File: config.mk
export PLATFORM = sky130hd
export DESIGN_NAME = prc_front_flat
export DESIGN_NICKNAME = d
export VERILOG_FILES = /design/src/rtl/pretrade_risk_checker_core_assert.svh /design/src/rtl/prc_pkg.sv /design/src/rtl/prc_if.sv /design/src/rtl/prc_front.sv /design/src/flat_wrapper.sv
export SDC_FILE = /design/constraint.sdc
export NUM_CORES = 1
export LEC_CHECK = 0
export ABC_AREA = 1
export BUFFER_PORTS_ARGS = -buffer_cell sky130_fd_sc_hd__buf_2
export CAP_MARGIN = 10
export CORE_AREA = 4 4 98 100
export DETAILED_ROUTE_END_ITERATION = 16
export DIE_AREA = 0 0 102 104
export PLACE_DENSITY = 0.68
export SETUP_SLACK_MARGIN = 0.4
export SLEW_MARGIN = 5
export SYNTH_ARGS = -nofsm -noshare
export SYNTH_HDL_FRONTEND = slang
export SYNTH_SLANG_ARGS = --single-unit
File: constraint.sdc
create_clock -name vclk -period 1.9
set_clock_uncertainty 0.05 [all_clocks]
set_input_delay 0.19 -clock vclk [all_inputs]
set_output_delay 0.19 -clock vclk [all_outputs]
set_load 0.005 [all_outputs]
File: src/rtl/pretrade_risk_checker_core_assert.svh
// assertion macros for the risk checker rtl
// depends on nothing; included by modules that check their own logic
`ifndef PRETRADE_RISK_CHECKER_CORE_ASSERT_SVH
`define PRETRADE_RISK_CHECKER_CORE_ASSERT_SVH

// same-cycle implication
`define PRC_ASSERT_IMPLY(lbl, clk, rst_n, ante, cons) \
  lbl: assert property (@(posedge clk) disable iff (!rst_n) (ante) |-> (cons)) \
    else $error("risk checker assertion failed");

// next-cycle implication
`define PRC_ASSERT_NEXT(lbl, clk, rst_n, ante, cons) \
  lbl: assert property (@(posedge clk) disable iff (!rst_n) (ante) |=> (cons)) \
    else $error("risk checker assertion failed");

`endif

File: src/rtl/prc_pkg.sv
// shared types and constants of the pre-trade risk checker
// depends on nothing
`default_nettype none

package prc_pkg;

  localparam logic [2:0] CMD_CHECK      = 3'd0;
  localparam logic [2:0] CMD_FILL       = 3'd1;
  localparam logic [2:0] CMD_KILL_ONE   = 3'd2;
  localparam logic [2:0] CMD_UNKILL_ONE = 3'd3;
  localparam logic [2:0] CMD_HALT_ALL   = 3'd4;
  localparam logic [2:0] CMD_RESUME_ALL = 3'd5;

  localparam logic [2:0] VERDICT_ACCEPT    = 3'd0;
  localparam logic [2:0] VERDICT_KILL      = 3'd1;
  localparam logic [2:0] VERDICT_BAD_PRICE = 3'd2;
  localparam logic [2:0] VERDICT_BAD_QTY   = 3'd3;
  localparam logic [2:0] VERDICT_POSITION  = 3'd4;
  localparam logic [2:0] VERDICT_RATE      = 3'd5;

  localparam logic [1:0] CFG_MAX_SYMBOL = 2'd0;
  localparam logic [1:0] CFG_MAX_NET    = 2'd1;
  localparam logic [1:0] CFG_WINDOW_MS  = 2'd2;
  localparam logic [1:0] CFG_MAX_ORDERS = 2'd3;

  localparam logic [30:0] RST_MAX_SYMBOL = 31'd1000;
  localparam logic [30:0] RST_MAX_NET    = 31'd10000;
  localparam logic [31:0] RST_WINDOW_MS  = 32'd1000;
  localparam logic [4:0]  RST_MAX_ORDERS = 5'd16;

  localparam logic [19:0] NS_PER_MS = 20'd1000000;

  localparam int QUEUE_DEPTH = 2;

  typedef struct packed {
    logic [2:0]         cmd;
    logic [3:0]         trader;
    logic [3:0]         symbol;
    logic signed [32:0] delta;
    logic [2:0]         pre_verdict;
    logic [63:0]        now;
  } job_t;

endpackage

`default_nettype wire

File: src/rtl/prc_if.sv
// request, result and configuration channels of the risk checker
// depends on nothing
`default_nettype none

interface prc_req_if;
  logic               valid;
  logic               ready;
  logic [2:0]         command;
  logic [3:0]         trader_index;
  logic [3:0]         symbol_index;
  logic               side;
  logic signed [31:0] quantity;
  logic signed [31:0] limit_price;
  logic               is_limit;
  logic [63:0]        timestamp_ns;

  modport source (output valid, command, trader_index, symbol_index, side, quantity,
                  limit_price, is_limit, timestamp_ns, input ready);
  modport sink (input valid, command, trader_index, symbol_index, side, quantity,
                limit_price, is_limit, timestamp_ns, output ready);
endinterface


`default_nettype wire

File: src/rtl/prc_front.sv
// front end: accepts requests and classifies them into queue jobs
// depends on prc_pkg and prc_req_if
`default_nettype none

module prc_front (
  prc_req_if.sink          in_ch,
  input  wire logic        init_done,
  input  wire logic        q_full,
  output logic             q_push,
  output prc_pkg::job_t    q_job
);

  logic signed [32:0] qty_x;

  assign in_ch.ready = init_done && !q_full;
  assign q_push      = in_ch.valid && in_ch.ready;
  assign qty_x       = 33'(in_ch.quantity);

  always_comb begin
    q_job.cmd    = in_ch.command;
    q_job.trader = in_ch.trader_index;
    q_job.symbol = in_ch.symbol_index;
    q_job.now    = in_ch.timestamp_ns;
    q_job.delta  = in_ch.side ? -qty_x : qty_x;
    priority if (in_ch.is_limit && in_ch.limit_price <= 32'sd0) begin
      q_job.pre_verdict = prc_pkg::VERDICT_BAD_PRICE;
    end else if (in_ch.quantity <= 32'sd0) begin
      q_job.pre_verdict = prc_pkg::VERDICT_BAD_QTY;
    end else begin
      q_job.pre_verdict = prc_pkg::VERDICT_ACCEPT;
    end
  end

endmodule

`default_nettype wire

File: src/flat_wrapper.sv
// flat-port wrapper written by rule: the top's interface ports become plain ports
module prc_front_flat 
  (init_done, q_full, q_push, q_job, in_ch_valid, in_ch_command, in_ch_trader_index, in_ch_symbol_index, in_ch_side, in_ch_quantity, in_ch_limit_price, in_ch_is_limit, in_ch_timestamp_ns, in_ch_ready);
  prc_req_if in_ch_i ();
  input  wire logic init_done;
  input  wire logic q_full;
  output logic q_push;
  output prc_pkg::job_t q_job;
  input wire logic [$bits(in_ch_i.valid)-1:0] in_ch_valid;
  input wire logic [$bits(in_ch_i.command)-1:0] in_ch_command;
  input wire logic [$bits(in_ch_i.trader_index)-1:0] in_ch_trader_index;
  input wire logic [$bits(in_ch_i.symbol_index)-1:0] in_ch_symbol_index;
  input wire logic [$bits(in_ch_i.side)-1:0] in_ch_side;
  input wire logic [$bits(in_ch_i.quantity)-1:0] in_ch_quantity;
  input wire logic [$bits(in_ch_i.limit_price)-1:0] in_ch_limit_price;
  input wire logic [$bits(in_ch_i.is_limit)-1:0] in_ch_is_limit;
  input wire logic [$bits(in_ch_i.timestamp_ns)-1:0] in_ch_timestamp_ns;
  output wire logic [$bits(in_ch_i.ready)-1:0] in_ch_ready;
  assign in_ch_i.valid = in_ch_valid;
  assign in_ch_i.command = in_ch_command;
  assign in_ch_i.trader_index = in_ch_trader_index;
  assign in_ch_i.symbol_index = in_ch_symbol_index;
  assign in_ch_i.side = in_ch_side;
  assign in_ch_i.quantity = in_ch_quantity;
  assign in_ch_i.limit_price = in_ch_limit_price;
  assign in_ch_i.is_limit = in_ch_is_limit;
  assign in_ch_i.timestamp_ns = in_ch_timestamp_ns;
  assign in_ch_ready = in_ch_i.ready;
  prc_front u_core (.in_ch(in_ch_i), .init_done(init_done), .q_full(q_full), .q_push(q_push), .q_job(q_job));
endmodule
After elaboration in Yosys (flattened, before gate mapping)
Index checks and enable logic that the tools add are counted.
{ "word_totals": {"input_bits": 144, "elab_cells": 10, "regBits": 0, "out_inout_bits": 113} }
{ "classes": {"n_addsub": 1, "n_reduce_logical": 4, "mux": 3, "order_cmp": 2} }
{ "ops": {"columns": ["cell", "count"], "rows": [
  ["32-bit by 1-bit less-or-equal comparator with 1-bit output (second input constant)", 2],
  ["33-bit two-way mux", 1],
  ["32-bit negation with 33-bit output", 1],
  ["1-bit logical AND", 3],
  ["3-bit two-way mux", 1],
  ["2-bit two-way mux", 1],
  ["1-bit logical NOT", 1]
]} }

Logic depth before layout (Yosys ltp)
{ "logic_depth": {"ltp_word": 3, "mapped_depth": 9, "mapped_depth_nobuf": 9} }

Worst setup path after synthesis
No wires, ideal clock.
{ "synth_path": {"path_type": "input to output", "from": "input in_ch_quantity[1]", "to": "output q_job[99] in the netlist's numbering", "cell_stages": 7, "n_path_buf": 0, "t_required_ps": 1660, "arrival_ps": 1239, "path_slack_ps": 421, "cell_sequence": "inv_1 ha_1 nand4_2 inv_2 nand4_1 ha_1 o21ai_0"} }
{ "synth_lines": {"columns": ["element", "line_no", "rtl"], "rows": [
  ["from (decl)", "flat_wrapper.sv:14", "input wire logic [$bits(in_ch_i.quantity)-1:0] in_ch_quantity;"],
  ["to (decl)", "flat_wrapper.sv:8", "output prc_pkg::job_t q_job;"]
]} }

==> flow_summary.ini <==
[synthesis]
muxShareOfSynthArea = 0
synth_top_cell_area_share = 0.321
synthTopCellsByArea = buf_4 (32%), nand2_1 (18%), nor2_1 (9.8%), nand3_1 (6.4%), inv_1 (4.6%)
yosysWarningCount = 0
synth_fa_ha_area_frac = 0.0139
synth-xor-area-share = 0.0876
synth_area_um2 = 1800
yosys.area.top_type = buf_4
yosysUniqueCellTypes = 27
synth_compound_area_frac = 0.0403
synthSimpleGateAreaFrac = 0.469
synth.net_count = 474
syn_area_per_cell_um2 = 5.49
synth_top_family_by_area = simple AND/OR/NAND/NOR gates
syn_inst = 328
synth_seq_area_share = 0

[placement]
dp_hpwl_mm = 5.57
portBuffers = 106
place_congestion = 0.875
post_dp_cell_area_um2 = 1980

[global_route]
grt_util_met1 = 0.122
grt_overflow = 0
grt_pass1_vias = 2013
busiest_layer = met2
antenna_found_initial = 0
use_met3 = 0.0288
grt_max_degree = 28
use_met2 = 0.209
grt_pass1_wl_mm = 9.55
grt_usage = 0.111

[route]
ant_nets = 0
num_vias = 2120
drt_iter0_markers = 65
drt-vias-per-instance = 4.26
wl_per_cell_um = 14.3
drc_errors = 0
drtPass1Iterations = 4
wirelength_mm = 7.14

[finish]
seqCellArea_um2 = 0
clkbuf_count = 0
fin_area_um2 = 2640
n_antenna_cell = 0
design.seq.count = 0
area_growth_pct = 46.6
nNetsFinal = 538
layout-drive-gt1-share = 0.569
final_cell_mix = buf_2 (92), nand2_1 (73), nor2_1 (30)
final_common_cell = buf_2

[power]
clock_power_share = 0
seqPwrFrac = 0
powerDensity_nw_per_um2 = 205
vdd_drop_max_uv = 100
p_sw_frac = 0.512
p_leak_nw = 1.27
p_int_mw = 0.264
combPwrFrac = 1.000
p_switching_mw = 0.277
power_mw = 0.540

[critical_path]
cp_slowest_stage_delay_ns = 0.27
arrival_ns = 1.46
cp_top_family = simple AND/OR/NAND/NOR gates
path_class = input pin to primary output
path_buf_inv = 2
cp_common_cell = buf_2
cp-end-kind = primary output
cp-startpoint = in_ch_quantity[20]
crit_fanout = 4
crit_chain = buf_2, nor2_4, nand2_2, nor3_2, nand4_1, ha_4, o21ai_2, buf_2
crit_required_ns = 1.66
cp_slowest_cell = ha_4
crit_path_start_kind = input pin

[timing]
rsz0062_at_grt = yes
setup_viol = 0
period_needed_ns = 1.70
slew_violations = 0
fmax_mhz = 587
setup-tns-final_ns = 0
hold_violations = 0
finalCritPeriodShare = 0.896

[floorplanning]
rows = 34
fp.dieArea_um2 = 10600
core_area_um2 = 8680
die_y_um = 104
ios = 257
die_w_um = 102
initial_core_util = 0.207

[flow_run]
cap_violations = 0

[clocking]
hold_buffers = 0

[min_path]
min_path_type = input pin to primary output
min_from = in_ch_symbol_index[0]

[status]
status = finished clean
[final timing paths]
path	to	slack [ns]	cells past startpoint
hold / removal	q_job[100]	0.33	0
setup / recovery	q_job[99]	0.20	8
[layout make-up]
class,count,area [um^2]
Fill cell,957,6040
Inverter,26,110
Multi-Input combinational cell,222,1430
Tap cell,108,135
Timing Repair Buffer,142,961
[logic make-up (layout without fill, tap and decap cells)]
group	after synthesis	in the layout
AOI/OAI and AO/OA	12	12
xor gates and xnor gates	18	18
adders and majority gates	2	2
buffers and inverters	106	168
other	1	1
and+or+nand+nor	189	189
[through the flow]
stage / hold WS (ns) / cells / setup slack [ns] / util
2_1_floorplan: 0.361 / 328 / 0.421 / -
3_3_place_gp: 0.330 / 476 / 0.0201 / 0.229
3_5_place_dp: 0.330 / 476 / -0.0624 / 0.229
4_1_cts: 0.330 / 486 / 0.157 / 0.257
5_1_grt: 0.330 / 498 / 0.108 / 0.304
6_report: 0.330 / 498 / 0.197 / 0.304
[synth_stat cells (all sizes together), types with 2 or more instances]
| master | number |
|---|---|
| a21oi | 2 |
| buf | 80 |
| ha | 2 |
| inv | 26 |
| nand2 | 93 |
| nand3 | 23 |
| nand4 | 7 |
| nor2 | 63 |
| o21ai | 8 |
| xnor2 | 9 |
| xor2 | 9 |
[per-layer routing]
metal	vias up	wire [um]
met3	24	781
met4	0	179
li1	1061	-
met5	-	0
met2	121	3600
met1	914	2580
[power groups by stage]
stage,logic [mW],registers [mW],clock network [mW]
2_1_floorplan,0.314,0,0
3_3_place_gp,0.409,0,0
3_5_place_dp,0.409,0,0
4_1_cts,0.460,0,0
5_1_grt,0.587,0,0
6_report,0.540,0,0
[repair_timing]
item                                   4_1_cts  5_1_grt
resized for setup                           45       88
cloned                                       0        0
endpoints found under the hold margin        0        0
buffers inserted                            10       12
pin swaps                                   23       34
setup endpoints to repair                   25       27
(Power assumes the default switching activity.)
