File: src/rtl/pretrade_risk_checker_core_assert.svh
// assertion macros for the risk checker rtl
// depends on nothing; included by modules that check their own logic
`ifndef PRETRADE_RISK_CHECKER_CORE_ASSERT_SVH
`define PRETRADE_RISK_CHECKER_CORE_ASSERT_SVH

// same-cycle implication
`define PRC_ASSERT_IMPLY(lbl, clk, rst_n, ante, cons) \
  lbl: assert property (@(posedge clk) disable iff (!rst_n) (ante) |-> (cons)) \
    else $error("risk checker assertion failed");

// next-cycle implication
`define PRC_ASSERT_NEXT(lbl, clk, rst_n, ante, cons) \
  lbl: assert property (@(posedge clk) disable iff (!rst_n) (ante) |=> (cons)) \
    else $error("risk checker assertion failed");

`endif

File: src/rtl/prc_pkg.sv
// shared types and constants of the pre-trade risk checker
// depends on nothing
`default_nettype none

package prc_pkg;

  localparam logic [2:0] CMD_CHECK      = 3'd0;
  localparam logic [2:0] CMD_FILL       = 3'd1;
  localparam logic [2:0] CMD_KILL_ONE   = 3'd2;
  localparam logic [2:0] CMD_UNKILL_ONE = 3'd3;
  localparam logic [2:0] CMD_HALT_ALL   = 3'd4;
  localparam logic [2:0] CMD_RESUME_ALL = 3'd5;

  localparam logic [2:0] VERDICT_ACCEPT    = 3'd0;
  localparam logic [2:0] VERDICT_KILL      = 3'd1;
  localparam logic [2:0] VERDICT_BAD_PRICE = 3'd2;
  localparam logic [2:0] VERDICT_BAD_QTY   = 3'd3;
  localparam logic [2:0] VERDICT_POSITION  = 3'd4;
  localparam logic [2:0] VERDICT_RATE      = 3'd5;

  localparam logic [1:0] CFG_MAX_SYMBOL = 2'd0;
  localparam logic [1:0] CFG_MAX_NET    = 2'd1;
  localparam logic [1:0] CFG_WINDOW_MS  = 2'd2;
  localparam logic [1:0] CFG_MAX_ORDERS = 2'd3;

  localparam logic [30:0] RST_MAX_SYMBOL = 31'd1000;
  localparam logic [30:0] RST_MAX_NET    = 31'd10000;
  localparam logic [31:0] RST_WINDOW_MS  = 32'd1000;
  localparam logic [4:0]  RST_MAX_ORDERS = 5'd16;

  localparam logic [19:0] NS_PER_MS = 20'd1000000;

  localparam int QUEUE_DEPTH = 2;

  typedef struct packed {
    logic [2:0]         cmd;
    logic [3:0]         trader;
    logic [3:0]         symbol;
    logic signed [32:0] delta;
    logic [2:0]         pre_verdict;
    logic [63:0]        now;
  } job_t;

endpackage

`default_nettype wire

File: src/rtl/prc_queue.sv
// short job queue between front end and back end
// depends on prc_pkg
`default_nettype none

module prc_queue (
  input  wire logic          clk,
  input  wire logic          rst_n,
  input  wire logic          push,
  input  wire prc_pkg::job_t push_job,
  input  wire logic          pop,
  output prc_pkg::job_t      head_job,
  output logic               empty,
  output logic               full
);

  localparam int AW = (prc_pkg::QUEUE_DEPTH > 1) ? $clog2(prc_pkg::QUEUE_DEPTH) : 1;
  localparam int CW = $clog2(prc_pkg::QUEUE_DEPTH + 1);

  prc_pkg::job_t   slot_r [prc_pkg::QUEUE_DEPTH];
  logic [AW-1:0]   wr_ptr_r, wr_ptr_nxt;
  logic [AW-1:0]   rd_ptr_r, rd_ptr_nxt;
  logic [CW-1:0]   cnt_r, cnt_nxt;

  assign empty    = (cnt_r == '0);
  assign full     = (32'(cnt_r) == prc_pkg::QUEUE_DEPTH);
  assign head_job = slot_r[rd_ptr_r];

  always_comb begin
    wr_ptr_nxt = wr_ptr_r;
    rd_ptr_nxt = rd_ptr_r;
    cnt_nxt    = cnt_r;
    if (push) begin
      wr_ptr_nxt = (32'(wr_ptr_r) == prc_pkg::QUEUE_DEPTH - 1) ? '0 : wr_ptr_r + 1'b1;
    end
    if (pop) begin
      rd_ptr_nxt = (32'(rd_ptr_r) == prc_pkg::QUEUE_DEPTH - 1) ? '0 : rd_ptr_r + 1'b1;
    end
    if (push && !pop) begin
      cnt_nxt = cnt_r + 1'b1;
    end else if (pop && !push) begin
      cnt_nxt = cnt_r - 1'b1;
    end
  end

  always_ff @(posedge clk) begin
    if (!rst_n) begin
      wr_ptr_r <= '0;
      rd_ptr_r <= '0;
      cnt_r    <= '0;
    end else begin
      wr_ptr_r <= wr_ptr_nxt;
      rd_ptr_r <= rd_ptr_nxt;
      cnt_r    <= cnt_nxt;
    end
  end

  always_ff @(posedge clk) begin
    if (push) begin
      slot_r[wr_ptr_r] <= push_job;
    end
  end

endmodule

`default_nettype wire

File: config.mk
export PLATFORM = sky130hd
export DESIGN_NAME = prc_queue
export DESIGN_NICKNAME = d
export VERILOG_FILES = /design/src/rtl/pretrade_risk_checker_core_assert.svh /design/src/rtl/prc_pkg.sv /design/src/rtl/prc_queue.sv
export SDC_FILE = /design/constraint.sdc
export NUM_CORES = 1
export LEC_CHECK = 0
export BUFFER_PORTS_ARGS = -buffer_cell sky130_fd_sc_hd__buf_2
export CELL_PAD_IN_SITES_DETAIL_PLACEMENT = 1
export CELL_PAD_IN_SITES_GLOBAL_PLACEMENT = 1
export CORE_ASPECT_RATIO = 0.6
export CORE_MARGIN = 2
export CORE_UTILIZATION = 44
export DETAILED_ROUTE_END_ITERATION = 16
export GPL_TIMING_DRIVEN = 0
export PLACE_DENSITY = 0.79
export SETUP_SLACK_MARGIN = 0.05
export SLEW_MARGIN = 20
export SYNTH_ARGS = -nofsm -noshare
export SYNTH_HDL_FRONTEND = slang
export SYNTH_SLANG_ARGS = --single-unit
File: constraint.sdc
create_clock -name clk -period 8.2 [get_ports clk]
set_input_delay 1.23 -clock clk [delete_from_list [all_inputs] [get_ports clk]]
set_output_delay 1.23 -clock clk [all_outputs]
set_load 0.1 [all_outputs]
# --- Yosys cells after proc, flatten, opt, wreduce, memory -nomap -nowiden ---
# Memory sizes are Yosys's and may differ from the RTL's. A register that Yosys moved wholly into a read port is not among the register bits.
# Index checks and enable logic that the tools add are counted.
word_totals:
  ff_bits: 4
  ram_bits: 222
  inputBits: 115
  out_inout_bits: 113
  wordCells: 23
  n_memories: 1
op_classes:
  addsub: 4
  n_eq_ne: 1
  muxes: 8
  n_reduce_logical: 6
mem_list:
  columns: ["memory", "words", "width", "read_ports", "rd_ports_with_merged_regs", "write_ports", "line", "rtl"]
  rows:
  - ["slot_r", 2, 111, 1, 1, 1, "prc_queue.sv:19", "prc_pkg::job_t slot_r [prc_pkg::QUEUE_DEPTH];"]
ops:
  columns: ["operator", "n"]
  rows:
  - ["$mux W1", 6]
  - ["$mux W2", 2]
  - ["$add A1 B1 Y1 const B", 2]
  - ["$add A2 B1 Y2 const B", 1]
  - ["$eq A2 B2 Y1 const B", 1]
  - ["$logic_and A1 B1 Y1", 2]
  - ["$logic_not A1 Y1", 2]
  - ["$logic_not A2 Y1", 1]
  - ["$reduce_bool A2 Y1", 1]
  - ["$sub A2 B1 Y2 const B", 1]

# --- Depth between registers and ports, before layout ---
# Gate-level depths: netlist of the first run.
depth:
  word_depth: 4
  ltp_mapped: 5

# --- Worst setup path before layout of the first run ---
# OpenSTA, ideal clock, no wires.
synth_timing:
  path_type: "input to register"
  start: "input port push"
  end: "memory slot_r[0][0] (netlist name) (enable)"
  setup_time_ns: 0.596
  arrival_time_ns: 6.083
  required_ns: 7.604
  slack_ns: 1.521
  cell_stages: 1
  path_cell_list: "nor2b_1"
synth_between:
  elab_chain_cells: 2
synth_rtl:
  columns: ["item", "line", "rtl"]
  rows:
  - ["start, declared", "prc_queue.sv:8", "input wire logic push,"]
  - ["$mux W1", "prc_queue.sv:58", "if (push) begin"]
  - ["$mux W1 (implied by the code)", "prc_queue.sv:59", "slot_r[wr_ptr_r] <= push_job;"]
  - ["end, declared", "prc_queue.sv:19", null]
# Every way passes these cells.

==> qor.yml, run 1 <==
rsz0062_at_grt: "false"
holdPathEnd: "cnt_r[1]"
die_h_um: 110
ant_nets: 0
worstReg2RegEnd: "slot_r[0][31]"
powerDensity_nw_per_um2: 289
clock_sinks: 227
post-route-util: 0.583
skew_ps: 4.79
reg2regPathDepth: 4
clk_latency_ps: 480
core_um2: 18200
wire_per_inst_um: 20.3
fmax_mhz: 315
drc: 0
power_uw: 3060
clk_pin_slew_ps: 60
outcome: "finished, final reports clean"
cts_tree: "yes"
cp_cell_sequence: "buf_6 -> buf_6 -> mux2_2 -> buf_2"
drtPass1Iterations: 4
fin_crit_ps: 3170
final_common_cell: "buf_2"
antenna_found_initial: 3
place.gp.congestion: 0.744
grt_overflow: 0
hold_viol: 0
synth_cell_types: 17
maxCapViolCount: 0
irDropWorstVdd_v: 0.000169
drive_gt1_frac: 0.613
cp_slowest_cell: "dfxtp_1"
drt_wl_total_um: 17900
h-tree-depth: 1
max_stage_delay_ps: 360
num-fill-cells: 1661
num_vias: 4319
rr_startpoint: "wr_ptr_r"
vias_per_cell: 4.91
clk_path_buf_depth: 3
cts_resized: 0
first_global_vias: 4679
die_w_um: 181
cts_buffers: 21
root_buffer: "clkbuf_16"
place_hpwl_um: 12600
die-area_um2: 19900
netlist_area_um2: 8260
grt_pass1_wl_um: 27100
hold_buffers: 0
fin_crit_sh: 0.387
required_ps: 6970
slew_headroom: 0.648
seq_area_um2: 6770
report.final.slew_viol_count: 0
leakage_uw: 0.00401
first_iter_violations: 257
hp-class: "register to register"
worstSetupPathType: "register to primary output"
io_pins: 228
cp_max_fo: 10
startpoint_type: "register"
setup_viol_count_final: 0
synth_seq_cells: 227
hp-start: "cnt_r[1]"
initial_utilization: 0.453
grtUsageTotal: 0.178
synth_sequential_area_ratio: 0.819
final_cell_mix: "229 x buf_2, 222 x edfxtp_1, 111 x mux2_2"
regToRegSetupSlack_ps: 6670
crit_path_end_kind: "primary output"
synth_nets: 483
syn_area_per_cell_um2: 22.5
io_buffer_count: 227
multi_input_area_um2: 1380
fin_nets: 740
synthCells: 367
crit_path_frequent_cell: "buf_6"
min_path_cells: 2
cts_setup_buffers: 0
layout-area-overhead-vs-synth_pct: 28.5
fp-row-count: 38
synth-warning-count: 0
grt_max_degree: 55
fin_setup_tns_ps: 0
critical_path_arrival_ps: 1940
tightest_slew_ps: 531
==> critical path, delay by kind of cell, from the launching register on <==
| kind | cells | cell delay (ps) |
|---|---|---|
| multiplexers | 1 | 350 |
| flip-flops | 1 | 360 |
| buffers and inverters | 3 | 730 |
==> logic make-up after synthesis <==
logic type,share of synthesized area
xor+xnor,0.00318
fa+ha+maj,0.00151
compound gates,0.00242
mux,0.151
flops,0.819
simple gates,0.00682
buf+inv,0.0153
==> registers in the layout, indices dropped and copies added (netlist names), named ones only <==
register and cells:
cnt_r 2, rd_ptr_r 1, slot_r 222, wr_ptr_r 1
==> power by group <==
group / internal [uW] / total [uW] / leakage [uW] / switching, uW
Clock: 626 / 1030 / 0.000359 / 401
Combinational: 139 / 681 / 0.00152 / 542
Sequential: 1340 / 1360 / 0.00213 / 15.8
Total: 2100 / 3060 / 0.00401 / 959
==> cell usage after synthesis (all sizes together) <==
library cell | n | share of area
edfxtp | 222 | 0.81
mux2 | 111 | 0.15
buf | 12 | 0.015
dfxtp | 5 | 0.012
and2 | 4 | 0.0030
nor2b | 2 | 0.0015
xor2 | 2 | 0.0021
a21boi | 1 | 0.00091
and2b | 1 | 0.0011
ha | 1 | 0.0015
inv | 1 | 0.00045
nor2 | 1 | 0.00045
o21a | 1 | 0.00091
o21ai | 1 | 0.00061
or3 | 1 | 0.00076
xnor2 | 1 | 0.0011
==> final cells by class <==
cell class | instances | share of cell area
Timing Repair Buffer | 234 | 0.124
Inverter | 1 | 0.000354
Multi-Input combinational cell | 127 | 0.130
Tap cell | 240 | 0.0283
Clock buffer | 22 | 0.0499
Clock inverter | 15 | 0.0186
Sequential cell | 227 | 0.638
Antenna cell | 2 | 0.000472
Buffer | 12 | 0.0116
==> worst max path at each step <==
stage / startpoint / endpoint / slack (ps) / cells after the start
finish: register / head_job[89] / 5030 / 4
global route: register / head_job[89] / 4930 / 4
CTS: register / head_job[89] / 4970 / 4
detailed placement: register / head_job[89] / 5520 / 4
global placement: push / slot_r[0][30] / -1070 / 2
floorplan: push / slot_r[0][0] / 1520 / 1
==> stage by stage <==
step / setup WS (ps) / hold slack [ps] / std cells / instance area [um^2]
3_3_place_gp: -1070 / 476 / 834 / 9690
4_1_cts: 4970 / 545 / 878 / 10600
5_1_grt: 4930 / 574 / 878 / 10600
6_report: 5030 / 554 / 880 / 10600
2_1_floorplan: 1520 / 466 / 367 / 8260
3_5_place_dp: 5520 / 536 / 841 / 9880
==> per-layer routing <==
layer,vias to the layer above,global-route usage,wire length [um]
li1,1975,-,-
met1,2124,0.228,7360
met2,195,0.299,8580
met3,25,0.0621,1660
met4,0,0.0386,259
met5,-,0,0
Power figures use the tool's default switching activity.
==> run 2: changes to the inputs <==
==> constraint.sdc (replaced) <==
create_clock -name clk -period 3.1 [get_ports clk]
set_input_delay 0.465 -clock clk [delete_from_list [all_inputs] [get_ports clk]]
set_output_delay 0.465 -clock clk [all_outputs]
set_load 0.1 [all_outputs]
==> run 2 against run 1 <==
Compared with the run above:
- total power grew to 2.6 times the previous value
- clock skew is 1.1 ps higher
- register-to-register slack worse by 5300 ps
- via count barely moved
- hold slack got worse by 400 ps
- sequential power rose to 2.6 times the previous value
- sequential share of layout area is 0.28 points higher
- critical path depth unchanged
- combinational power rose to 2.6 times the previous value
- global-route usage rose by 0.20 points
- die area did not move
- clock power increased by 150%
- critical path type unchanged
- critical endpoint is now head_job[86]
==> qor.yml, run 2 (synthesis results as in run 1) <==
drive_gt1_frac: 0.610  # was 0.613
first_iter_violations: 209  # was 257
fmax_mhz: 421
grt_pass1_wl_um: 27200  # was 27100 um
maxCapViolCount: 0  # unchanged
die_w_um: 181  # unchanged
hold_viol: 0  # unchanged
place_hpwl_um: 12700  # was 12600 um
tightest_slew_ps: 582  # was 531 ps
worstReg2RegEnd: "slot_r[0][31]"  # unchanged
h-tree-depth: 1  # unchanged
cts_resized: 0  # unchanged
core_um2: 18200  # unchanged
hold_buffers: 0  # unchanged
ant_nets: 0  # unchanged
sw_frac_of_total: 0.323  # was 0.313
cts_tree: "yes"  # unchanged
final_cell_mix: "229 x buf_2, 222 x edfxtp_1, 111 x mux2_2"  # unchanged
combinationalPowerShare: 0.226  # was 0.222
num_vias: 4315  # was 4319
die-area_um2: 19900  # unchanged
crit_path_frequent_cell: "buf_6"  # unchanged
hp-class: "input pin to register"  # was register to register
grt_overflow: 0  # unchanged
critical_path_arrival_ps: 1910  # was 1940 ps
drtPass1Iterations: 4  # unchanged
p_int_uw: 5380  # was 2100 uW
biggestRegsByFlops: "slot_r: 222 flops, cnt_r: 2 flops"  # unchanged
cp_slowest_cell: "mux2_2"  # was dfxtp_1
slew_headroom: 0.611  # was 0.648
power.share.clock: 0.323  # was 0.335
first_global_vias: 4669  # was 4679
cts_setup_buffers: 0  # unchanged
min_path_cells: 1  # was 2
required_ps: 2630  # was 6970 ps
regMostFlops: "slot_r"  # unchanged
rsz0062_at_grt: "false"  # unchanged
rr_startpoint: "wr_ptr_r"  # unchanged
io_pins: 228  # unchanged
fin_crit_sh: 0.766
num-fill-cells: 1695  # was 1661
post-route-util: 0.580  # was 0.583
grt_max_degree: 55  # unchanged
stdcell_area_um2: 10600  # about the same
root_buffer: "clkbuf_16"  # unchanged
cp_cell_sequence: "buf_6 -> buf_6 -> mux2_2 -> buf_2"  # unchanged
worstSetupPathType: "register to primary output"  # unchanged
holdPathEnd: "slot_r[0][85]"  # was cnt_r[1]
largest_reg_flops: 222  # unchanged
clk_path_buf_depth: 3  # unchanged
layout_setup_ws_ps: 725  # was 5030 ps
cp_max_fo: 10  # unchanged
fp-row-count: 38  # unchanged
switching_power_uw: 2570  # was 959 uW
setup_viol_count_final: 0  # unchanged
layout-area-overhead-vs-synth_pct: 28.0  # was 28.5%
place_area_um2: 9880  # unchanged
regToRegSetupSlack_ps: 1330  # was 6670 ps
clk_latency_ps: 490  # was 480 ps
pre_cts_ws_ps: 985  # was 5520 ps
initial_utilization: 0.453  # unchanged
grtUsageTotal: 0.180  # was 0.178
max_stage_delay_ps: 360  # about the same
antenna_found_initial: 4  # was 3
fin_setup_tns_ps: 0  # unchanged
leakage_uw: 0.00399  # was 0.00401 uW
irDropWorstVdd_v: 0.000564  # was 0.000169 V
hp-start: "push_job[85]"  # was cnt_r[1]
cts_buffers: 22  # was 21
startpoint_type: "register"  # unchanged
wire_per_inst_um: 20.8  # was 20.3 um
fin_nets: 741  # was 740
powerDensity_nw_per_um2: 753  # was 289 nW/um^2
place.gp.congestion: 0.754  # was 0.744
vias_per_cell: 4.89  # was 4.91
report.final.slew_viol_count: 0  # unchanged
seq_power_share: 0.451  # was 0.443
skew_ps: 5.94  # was 4.79 ps
crit_path_end_kind: "primary output"  # unchanged
drt_wl_total_um: 18400  # was 17900 um
clk_pin_slew_ps: 60  # about the same
outcome: "finished, final reports clean"  # unchanged
fin_crit_ps: 2380
reg2regPathDepth: 4  # unchanged
hold_ws_ps: 156  # was 554 ps
drc: 0  # unchanged
io_buffer_count: 227  # unchanged
final_common_cell: "buf_2"  # unchanged
clock_sinks: 227  # unchanged
die_h_um: 110  # unchanged
[run 2: changes by cell type in the layout (fill, tap and decap cells not counted)]
cell	before	now
clkinv_1	5	1
clkbuf_8	0	1
clkbuf_16	21	23
diode_2	2	1
clkinv_2	4	6
clkbuf_1	1	8
inv_6	1	0
bufinv_16	5	1
[run 2: how the worst max path moves through the flow]
stage,cells past startpoint,start,endpoint,slack [ps]
finish,4,register,head_job[86],720
global route,4,register,head_job[86],610
CTS,4,register,head_job[86],670
detailed placement,5,push,slot_r[0][31],990
global placement,2,push,slot_r[0][78],-390
floorplan,1,push,slot_r[0][0],520
[run 2: area by class of cell]
| cell class | count | area [um^2] | share of cell area |
|---|---|---|---|
| Timing Repair Buffer | 234 | 1310 | 0.124 |
| Tap cell | 240 | 300 | 0.0284 |
| Multi-Input combinational cell | 127 | 1380 | 0.130 |
| Clock buffer | 32 | 619 | 0.0586 |
| Buffer | 12 | 123 | 0.0116 |
| Inverter | 1 | 3.75 | 0.000355 |
| Clock inverter | 8 | 63.8 | 0.00604 |
| Antenna cell | 1 | 2.50 | 0.000237 |
| Sequential cell | 227 | 6770 | 0.640 |
[run 2: through the flow]
step	power, uW	instances
6_report	7960	882
2_1_floorplan	5110	367
4_1_cts	8040	881
3_3_place_gp	5390	834
5_1_grt	8190	881
3_5_place_dp	5460	841
[run 2: per-layer routing]
metal	part of all wire	wire length (um)	track usage	up-vias
li1	-	-	-	1976
met1	0.42	7750	0.227	2129
met2	0.47	8680	0.304	174
met3	0.087	1590	0.0637	30
met4	0.016	301	0.0421	6
met5	0.0021	38	0	-
[run 2: critical path: cells and delay by family, from the launching register on]
| kind | cells | cell delay, ps |
|---|---|---|
| buffers and inverters | 3 | 690 |
| multiplexers | 1 | 360 |
| flip-flops | 1 | 350 |
[run 2: power by group through the flow]
stage | clock (uW) | sequential, uW | combinational [uW]
final | 2570 | 3590 | 1800
after global routing | 2730 | 3600 | 1860
after CTS | 2630 | 3590 | 1820
after detailed placement | 0 | 3650 | 1810
after global placement | 0 | 3650 | 1740
after floorplan | 0 | 3640 | 1470
==> run 3: changes to the inputs <==
--- a/config.mk
+++ b/config.mk
@@ -10,10 +10,10 @@
 export CELL_PAD_IN_SITES_GLOBAL_PLACEMENT = 1
 export CORE_ASPECT_RATIO = 0.6
 export CORE_MARGIN = 2
-export CORE_UTILIZATION = 44
+export CORE_UTILIZATION = 40
 export DETAILED_ROUTE_END_ITERATION = 16
 export GPL_TIMING_DRIVEN = 0
-export PLACE_DENSITY = 0.79
+export PLACE_DENSITY = 0.76
 export SETUP_SLACK_MARGIN = 0.05
 export SLEW_MARGIN = 20
 export SYNTH_ARGS = -nofsm -noshare
==> constraint.sdc (replaced) <==
create_clock -name clk -period 2 [get_ports clk]
set_input_delay 0.3 -clock clk [delete_from_list [all_inputs] [get_ports clk]]
set_output_delay 0.3 -clock clk [all_outputs]
set_load 0.1 [all_outputs]
==> run 3 against run 2 <==
Compared with the run above:
- the run now ends with setup timing left
- sequential share of layout area decreased by 12 points
- design area increased by 23%
- setup slack got worse by 790 ps
- combinational power is 100% higher
- global-route usage is 1.5 points higher
- hold slack got worse by 130 ps
- routed wire length is 28% higher
- clock skew down 0.50 ps
- utilization up 6.5 points
- clock power grew 51%
- sequential power increased by 56%
- first-iteration DRC count increased by 13%
- critical endpoint is now head_job[89]
- largest cell class unchanged
==> qor.yml, run 3 (synthesis results as in run 1) <==
outcome: "complete, but fails checks"  # was finished, final reports clean
violations: "setup timing"
hold_viol: 0  # unchanged
maxCapViolCount: 0  # unchanged
stdcell_area_um2: 13000  # was 10600 um^2
reg2regPathDepth: 4  # unchanged
place.gp.congestion: 0.782  # was 0.754
antenna_found_initial: 0  # was 4
report.final.slew_viol_count: 0  # unchanged
crit_path_end_kind: "primary output"  # unchanged
biggestRegsByFlops: "slot_r: 222 flops, cnt_r: 2 flops"  # unchanged
num_vias: 4850  # was 4315
drive_gt1_frac: 0.521  # was 0.610
cts_buffers: 22  # unchanged
rr_startpoint: "wr_ptr_r"  # unchanged
cp_slowest_cell: "dfxtp_4"  # was mux2_2
drt_wl_total_um: 23500  # was 18400 um
grt_overflow: 0  # unchanged
crit_family: "buffers and inverters"  # unchanged
fin_crit_sh: 1.03
worstReg2RegEnd: "slot_r[0][76]"  # was slot_r[0][31]
drc: 0  # unchanged
root_buffer: "clkbuf_16"  # unchanged
powerDensity_nw_per_um2: 1010  # was 753 nW/um^2
grt_max_degree: 55  # unchanged
first_iter_violations: 237  # was 209
leakage_uw: 0.00499  # was 0.00399 uW
fp-row-count: 40  # was 38
h-tree-depth: 1  # unchanged
drtPass1Iterations: 5  # was 4
initial_utilization: 0.410  # was 0.453
wire_per_inst_um: 22.9  # was 20.8 um
max_stage_delay_ps: 390  # was 360 ps
layout-area-overhead-vs-synth_pct: 57.3  # was 28.0%
final_common_cell: "edfxtp_1"  # was buf_2
cp_max_fo: 10  # unchanged
place_hpwl_um: 12400  # was 12700 um
startpoint_type: "register"  # unchanged
critPathBufInv: 3  # unchanged
fin_setup_tns_ps: -2220  # was 0 ps
fin_nets: 854  # was 741
fin_crit_ps: 2070
ant_nets: 0  # unchanged
min_path_cells: 1  # unchanged
post-route-util: 0.645  # was 0.580
slew_headroom: 0.622  # was 0.611
clk_pin_slew_ps: 60  # about the same
clk_latency_ps: 490  # about the same
clk_path_buf_depth: 3  # unchanged
die_w_um: 189  # was 181 um
setup_viol_count_final: 83  # was 0
worstSetupPathType: "register to primary output"  # unchanged
fmax_mhz: 484
vias_per_cell: 4.73  # was 4.89
required_ps: 1700  # was 2630 ps
holdPathEnd: "slot_r[0][93]"  # was slot_r[0][85]
skew_ps: 5.44  # was 5.94 ps
die-area_um2: 21800  # was 19900 um^2
clock_sinks: 227  # unchanged
core_um2: 20100  # was 18200 um^2
pre_cts_ws_ps: 96.9  # was 985 ps
critical_path_arrival_ps: 1770  # was 1910 ps
cts_tree: "yes"  # unchanged
first_global_vias: 5399  # was 4669
die_h_um: 115  # was 110 um
largest_reg_flops: 222  # unchanged
place_area_um2: 9930  # was 9880 um^2
cp_cell_sequence: "clkbuf_16 -> buf_12 -> mux2_2 -> buf_6"  # was buf_6 -> buf_6 -> mux2_2 -> buf_2
hp-start: "push_job[93]"  # was push_job[85]
grt_pass1_wl_um: 32000  # was 27200 um
regMostFlops: "slot_r"  # unchanged
power_uw: 13100  # was 7960 uW
io_pins: 228  # unchanged
num-fill-cells: 1703  # was 1695
irDropWorstVdd_v: 0.000984  # was 0.000564 V
regToRegSetupSlack_ps: 240  # was 1330 ps
layout_setup_ws_ps: -68.0  # was 725 ps
grtUsageTotal: 0.195  # was 0.180
io_buffer_count: 227  # unchanged
hp-class: "input pin to register"  # unchanged
final_cell_mix: "222 x edfxtp_1, 116 x buf_2, 110 x dlygate4sd3_1"  # was 229 x buf_2, 222 x edfxtp_1, 111 x mux2_2
rsz0062_at_grt: "true"  # was false
tightest_slew_ps: 566  # was 582 ps
-- run 3: cell count changes in the layout (fill, tap and decap cells not counted), moves of 4 or more --
cell | previous run | this run
mux2_2 | 111 | 71
buf_12 | 2 | 47
dlygate4sd3_1 | 0 | 110
buf_2 | 229 | 116
buf_8 | 0 | 4
mux2_4 | 0 | 40
buf_4 | 0 | 8
buf_6 | 10 | 67
-- run 3: repair_timing --
item	in CTS	in global routing
hold endpoints to repair	215	3
cloned	0	1
endpoints found under the setup margin	111	110
setup buffers	0	2
gates resized for setup	216	142
hold buffers	108	2
pin swaps	0	0
-- run 3: final cells by class --
| class | instances | area, um^2 | share of cell area |
|---|---|---|---|
| Antenna cell | 1 | 2.50 | 0.000193 |
| Buffer | 12 | 200 | 0.0154 |
| Clock buffer | 33 | 633 | 0.0488 |
| Clock inverter | 5 | 22.5 | 0.00173 |
| Inverter | 1 | 3.75 | 0.000289 |
| Multi-Input combinational cell | 127 | 1530 | 0.117 |
| Sequential cell | 227 | 6770 | 0.521 |
| Tap cell | 273 | 342 | 0.0263 |
| Timing Repair Buffer | 347 | 3490 | 0.269 |
-- run 3: power by group --
group / switching, uW / internal, uW
logic: 2420 / 1250
registers: 87.3 / 5500
clock network: 1690 / 2180
-- run 3: stage by stage --
step | hold WS, ps | instances
6_report | 29.7 | 1026
2_1_floorplan | 399 | 367
4_1_cts | 0.111 | 1020
5_1_grt | 12.7 | 1025
3_3_place_gp | 481 | 867
3_5_place_dp | 492 | 874
-- run 3: layer usage --
layer,global-route usage,share of wire
met5,0,0
met4,0.0434,0.025
met3,0.0540,0.071
met2,0.356,0.52
met1,0.234,0.39
-- run 3: worst max path at each step --
stage	endpoint	startpoint	cells after the start	slack, ps
6_report	head_job[89]	register	4	-70
5_1_grt	head_job[27]	register	4	-110
4_1_cts	head_job[31]	register	4	-80
3_5_place_dp	slot_r[0][76]	push	5	100
3_3_place_gp	slot_r[0][71]	push	2	-1300
2_1_floorplan	slot_r[0][0]	push	1	-410
-- run 3: worst register-to-register path: cells and delay by family (launching register included) --
family	cells	cell delay, ps
buffers and inverters	3	620
flip-flops	1	340
AND/OR/NAND/NOR	1	480
